### config.mk
export PLATFORM = sky130hd
export DESIGN_NAME = pctd_ram
export DESIGN_NICKNAME = d
export VERILOG_FILES = /design/src/design/pctd_ram.sv
export SDC_FILE = /design/constraint.sdc
export NUM_CORES = 1
export LEC_CHECK = 0
export BUFFER_PORTS_ARGS = -buffer_cell sky130_fd_sc_hd__buf_2
export CORE_MARGIN = 3
export CORE_UTILIZATION = 54
export DETAILED_ROUTE_END_ITERATION = 10
export HOLD_SLACK_MARGIN = 0.1
export PLACE_DENSITY = 0.75
export SETUP_SLACK_MARGIN = 0.5
export SLEW_MARGIN = 40
export SYNTH_ARGS = -nofsm -noshare
export SYNTH_HDL_FRONTEND = slang
export SYNTH_SLANG_ARGS = --single-unit
### constraint.sdc
create_clock -name clk -period 1.9 [get_ports clk]
set_input_delay 0.285 -clock clk [delete_from_list [all_inputs] [get_ports clk]]
set_output_delay 0.285 -clock clk [all_outputs]
set_load 0.02 [all_outputs]
### src/design/pctd_ram.sv
// Generic single write, single read RAM with registered read data.
module pctd_ram #(
    parameter int WIDTH = 8,
    parameter int DEPTH = 16
) (
    input  logic                     clk,
    input  logic                     wr_en,
    input  logic [$clog2(DEPTH)-1:0] wr_addr,
    input  logic [WIDTH-1:0]         wr_data,
    input  logic                     rd_en,
    input  logic [$clog2(DEPTH)-1:0] rd_addr,
    output logic [WIDTH-1:0]         rd_data
);

    logic [WIDTH-1:0] mem [DEPTH];
    logic [WIDTH-1:0] rd_data_reg;

    always_ff @(posedge clk)
    begin
        if (wr_en)
        begin
            mem[wr_addr] <= wr_data;
        end
        if (rd_en)
        begin
            rd_data_reg <= mem[rd_addr];
        end
    end

    assign rd_data = rd_data_reg;

endmodule

# ---- Word-level counts from Yosys, hierarchy flattened
# Memories as Yosys holds them, arrays and structs flattened. A register that Yosys moved wholly into a read port is not among the register bits.
# Index checks and enable logic that the tools add are counted.
dict set report op_classes {
  n_mux 2
}
# cell n
set op_table {}
lappend op_table {{two-way mux 1 bit} 2}
dict set report totals {
  register_bits 0
  mem_bits_rw 128
  input_bits 19
  output_inout_bits 8
  elab_cells 3
  mem_count 1
}
# memory depth word_bits rd rd_ports_with_merged_regs wr line
set memory_table {}
lappend memory_table {mem 16 8 1 1 1 15} ;# logic [WIDTH-1:0] mem [DEPTH];

# ---- Longest topological paths before layout
dict set report depth {
  depth_word 2
  ltp_mapped 5
  mapped_depth_nobuf 3
}

# ---- Worst setup path before layout
# Ideal clock, no wire load.
dict set report synth_timing {
  path_kind {input-to-reg}
  start {in wr_addr[2]}
  end {mem mem[0][0] (enable)}
  setup_ps 383
  t_arrival_ps 1395
  t_required_ps 1517
  path_slack_ps 122
  cell_stages 2
  n_path_buf 0
  cell_sequence {or3b_2 -> nor3_1}
}
# item line
set synth_rtl {}
lappend synth_rtl {{from (decl)} 8} ;# input logic [$clog2(DEPTH)-1:0] wr_addr,
lappend synth_rtl {{to (decl)} 15}
# Straight into the memory's write port.

# ---- Final worst setup path
dict set report layout_timing {
  start {reg rd_data_reg[2] (netlist: rd_data[2]), read port of mem}
  end {out rd_data[2]}
}
# item line
set layout_rtl {}
lappend layout_rtl {{from (decl)} 16} ;# logic [WIDTH-1:0] rd_data_reg;
lappend layout_rtl {{to (decl)} 12} ;# output logic [WIDTH-1:0] rd_data
# No word-level cell between the ends.

==> impl_metrics.yaml <==
layout:
  final_core_util_pct: 66.1
  largest_reg_flops: 128
  drive_gt1_share_pct: 39.8
  diodes: 0
  final_nets: 305
  area_delta_synth_final_pct: 18.0
  final_cell_count_no_fill: 428
synth:
  syn_inst: 229
  ys.warnings.count: 0
  synth_cell_types: 18
  synth_top_cells_by_area: "edfxtp_1 78%, mux4_2 7.8%, mux4_1 7.0%, a22oi_1 2.3%, nor2_1 0.93%"
  syn_avg_cell_area_sq_um: 22.8
  synth_nets: 248
  ys_ff_latch: 136
  yosys.area_share.simple_pct: 3.14
  synth_top_family_by_area: "multiplexers"
  yosysTopAreaCellShare_pct: 78.1
  synth-adder-area-share_pct: 0
  syn_area_sq_um: 5230
  ys_seq_area_share_pct: 78.1
  synth_mux_area_share_pct: 14.8
  synth_area_leader_cell: "edfxtp_1"
  synth_compound_area_share_pct: 2.30
  synth_xor_area_share_pct: 0
placed_design:
  dp.cells: 396
  dp_slack_ns: 0.0476
  placement.io_buffers: 26
  gp_congestion: 0.747
  hpwl_mm: 6.10
global_routing:
  grt_max_degree: 33
  grt_use_total_pct: 19.0
  antenna_found_initial: 0
  busiest_layer: "met2"
  grt.met3_usage_pct: 6.83
  grt_pass1_wl_mm: 14.8
  overflow: 0
  grtUsageMet1_pct: 26.2
  grt_pass1_vias: 2537
  grt_use_met2_pct: 28.5
sta:
  setup_viol: 0
  max_freq_mhz: 708
  period_share_pct: 74.3
  fin_crit_ns: 1.41
  finClkSkew_ns: 0.00702
  rsz0062_at_grt: "true"
  fin_ws_ns: 0.488
  fin_setup_tns_ns: 0
  hold_viol_final: 0
  slew_headroom_pct: 70.6
  slew_viol_final: 0
  worst_slew_pin_slew_ns: 0.441
power:
  power_density_nw_per_um2: 1070
  seqPwrFrac_pct: 51.8
  power_frac_clock_pct: 42.9
  combPwrFrac_pct: 5.3
  p_leak_nw: 2.05
  vdd.ir_drop.worst_v: 0.000621
  p_sw_mw: 1.33
  internal-power_mw: 5.25
  netSwitchingFraction_pct: 20.2
clock_network:
  ctsRootBufferMaster: "clkbuf_8"
  numCtsBuffers: 17
  cts_tree: "done"
  cts_sinks: 136
  clk_pin_slew_ns: 0.06
  clockBufferDepth: 2
  h-tree-depth: 4
  cts_setup_buffers: 0
  hold_buffers: 0
  clk_latency_ns: 0.51
die:
  io_pins: 27
  die_y_microns: 104
  die_area_sq_um: 10900
  start_util_pct: 56.0
  die_x_microns: 104
  core_area_sq_um: 9330
  rows: 35
worst_setup_path:
  cp_num_cells: 1
  cp.buffers_inverters: 1
  critPathRequiredTime_ns: 1.62
  worstSetupPathType: "reg2out"
  cpPeakStageDelay_ns: 0.45
  crit_path_start_kind: "flop"
  arrival_ns: 1.13
  cp_max_fo: 1
  crit_family: "flip-flops"
  worst_path_max_delay_cell: "edfxtp_1"
  end_kind: "output pin"
  rr_worst_depth: 3
  worstPathCellList: "buf_6"
drt:
  ant_nets: 0
  drcViolationCount: 0
  wire_per_inst_microns: 22.0
  first_pass_iters: 4
  vias: 2425
  drtIter0Drc: 136
  totalWireLength_mm: 9.40
  viasPerCell: 5.67
min_path:
  hp-class: "in2reg"
  holdPathStages: 1
flow_run:
  max_cap_viol_count: 0
run_status:
  status: "finished, final reports clean"
==> kinds of logic after synthesis <==
logic type / Yosys count
AOI/OAI and AO/OA: 16
and+or+nand+nor: 35
DFF: 136
muxes: 32
buffers and inverters: 10
==> synth_stat cells <==
cell and n:
nor2b_1 1, buf_2 3, nand2b_1 2, nor3_1 4, nand3_1 1, and2b_1 1, a22oi_1 16, nor2_1 13
nand2_1 9, mux4_2 18, and2_1 1, buf_6 3, edfxtp_1 136, clkdlybuf4s25_2 3, nand3b_1 2, buf_4 1
mux4_1 14, or3b_2 1
==> worst register-to-register path, delay by kind of cell (launching register included) <==
| kind | cells | cell delay (ns) |
|---|---|---|
| AO/OA/AOI/OAI | 1 | 0.21 |
| flip-flops | 1 | 0.36 |
| multiplexers | 1 | 0.48 |
| AND/OR/NAND/NOR | 1 | 0.07 |
==> cell usage in the layout, fill, tap and decap left out <==
master,netlist,final
buf_12,0,2
and2_1,1,1
nor3_1,4,1
a22oi_1,16,10
nor2b_1,1,1
nor3_4,0,1
clkinv_1,0,1
a22oi_2,0,6
and2b_1,1,1
clkinv_4,0,1
nor2_2,0,3
nand2_1,9,9
nand3b_1,2,2
edfxtp_1,136,136
clkinvlp_4,0,1
nand2b_1,2,2
nor2_1,13,10
nor3_2,0,2
clkbuf_8,0,1
nand3_1,1,1
bufinv_16,0,1
buf_2,3,22
clkbuf_16,0,16
or3b_4,0,1
buf_4,1,20
clkbuf_1,0,5
clkinv_2,0,6
buf_6,3,4
mux4_2,18,32
==> stage by stage <==
| step | power, mW | area [sq um] | hold WS (ns) |
|---|---|---|---|
| 2_1_floorplan | 3.66 | 5240 | 0.384 |
| 3_5_place_dp | 3.80 | 5610 | 0.671 |
| 4_1_cts | 6.63 | 6150 | 0.126 |
| 6_report | 6.58 | 6170 | 0.152 |
| 3_3_place_gp | 3.79 | 5610 | 0.670 |
| 5_1_grt | 6.81 | 6170 | 0.118 |
==> worst paths after layout <==
check / startpoint / to / slack, ns
worst max-delay path: rd_data[2]$_DFFE_PP_ / rd_data[2] / 0.49
worst min-delay path: rd_en / rd_data[7]$_DFFE_PP_ / 0.15
worst max register to register: mem[3][0]$_DFFE_PP_ / rd_data[0]$_DFFE_PP_ / 0.52
worst min register to register: mem[13][7]$_DFFE_PP_ / rd_data[7]$_DFFE_PP_ / 0.75
==> timing repair <==
action | 4_1_cts | 5_1_grt
gates cloned | 0 | 0
endpoints found under the setup margin | 7 | 10
gates resized for setup | 10 | 5
pin swaps | 1 | 2
==> metal layers <==
| metal | vias to the layer above | wire length, microns |
|---|---|---|
| met3 | 6 | 740 |
| li1 | 1085 | - |
| met5 | - | 0 |
| met2 | 95 | 4600 |
| met1 | 1239 | 3970 |
| met4 | 0 | 91 |
==> power groups by stage <==
stage,Sequential (mW),Clock [mW],Combinational (mW)
after floorplan,3.47,0,0.189
after global placement,3.46,0,0.331
after detailed placement,3.46,0,0.339
after CTS,3.40,2.88,0.351
after global routing,3.41,3.02,0.378
final,3.40,2.82,0.350
==> final cells by class <==
class,instances,area [sq um]
well taps,129,161
clock buffers,22,433
fillers,609,3160
repair buffers,48,345
multi-input cells,83,1070
flip-flops and latches,136,4080
clock inverters,10,80.1
(Power assumes the default switching activity.)
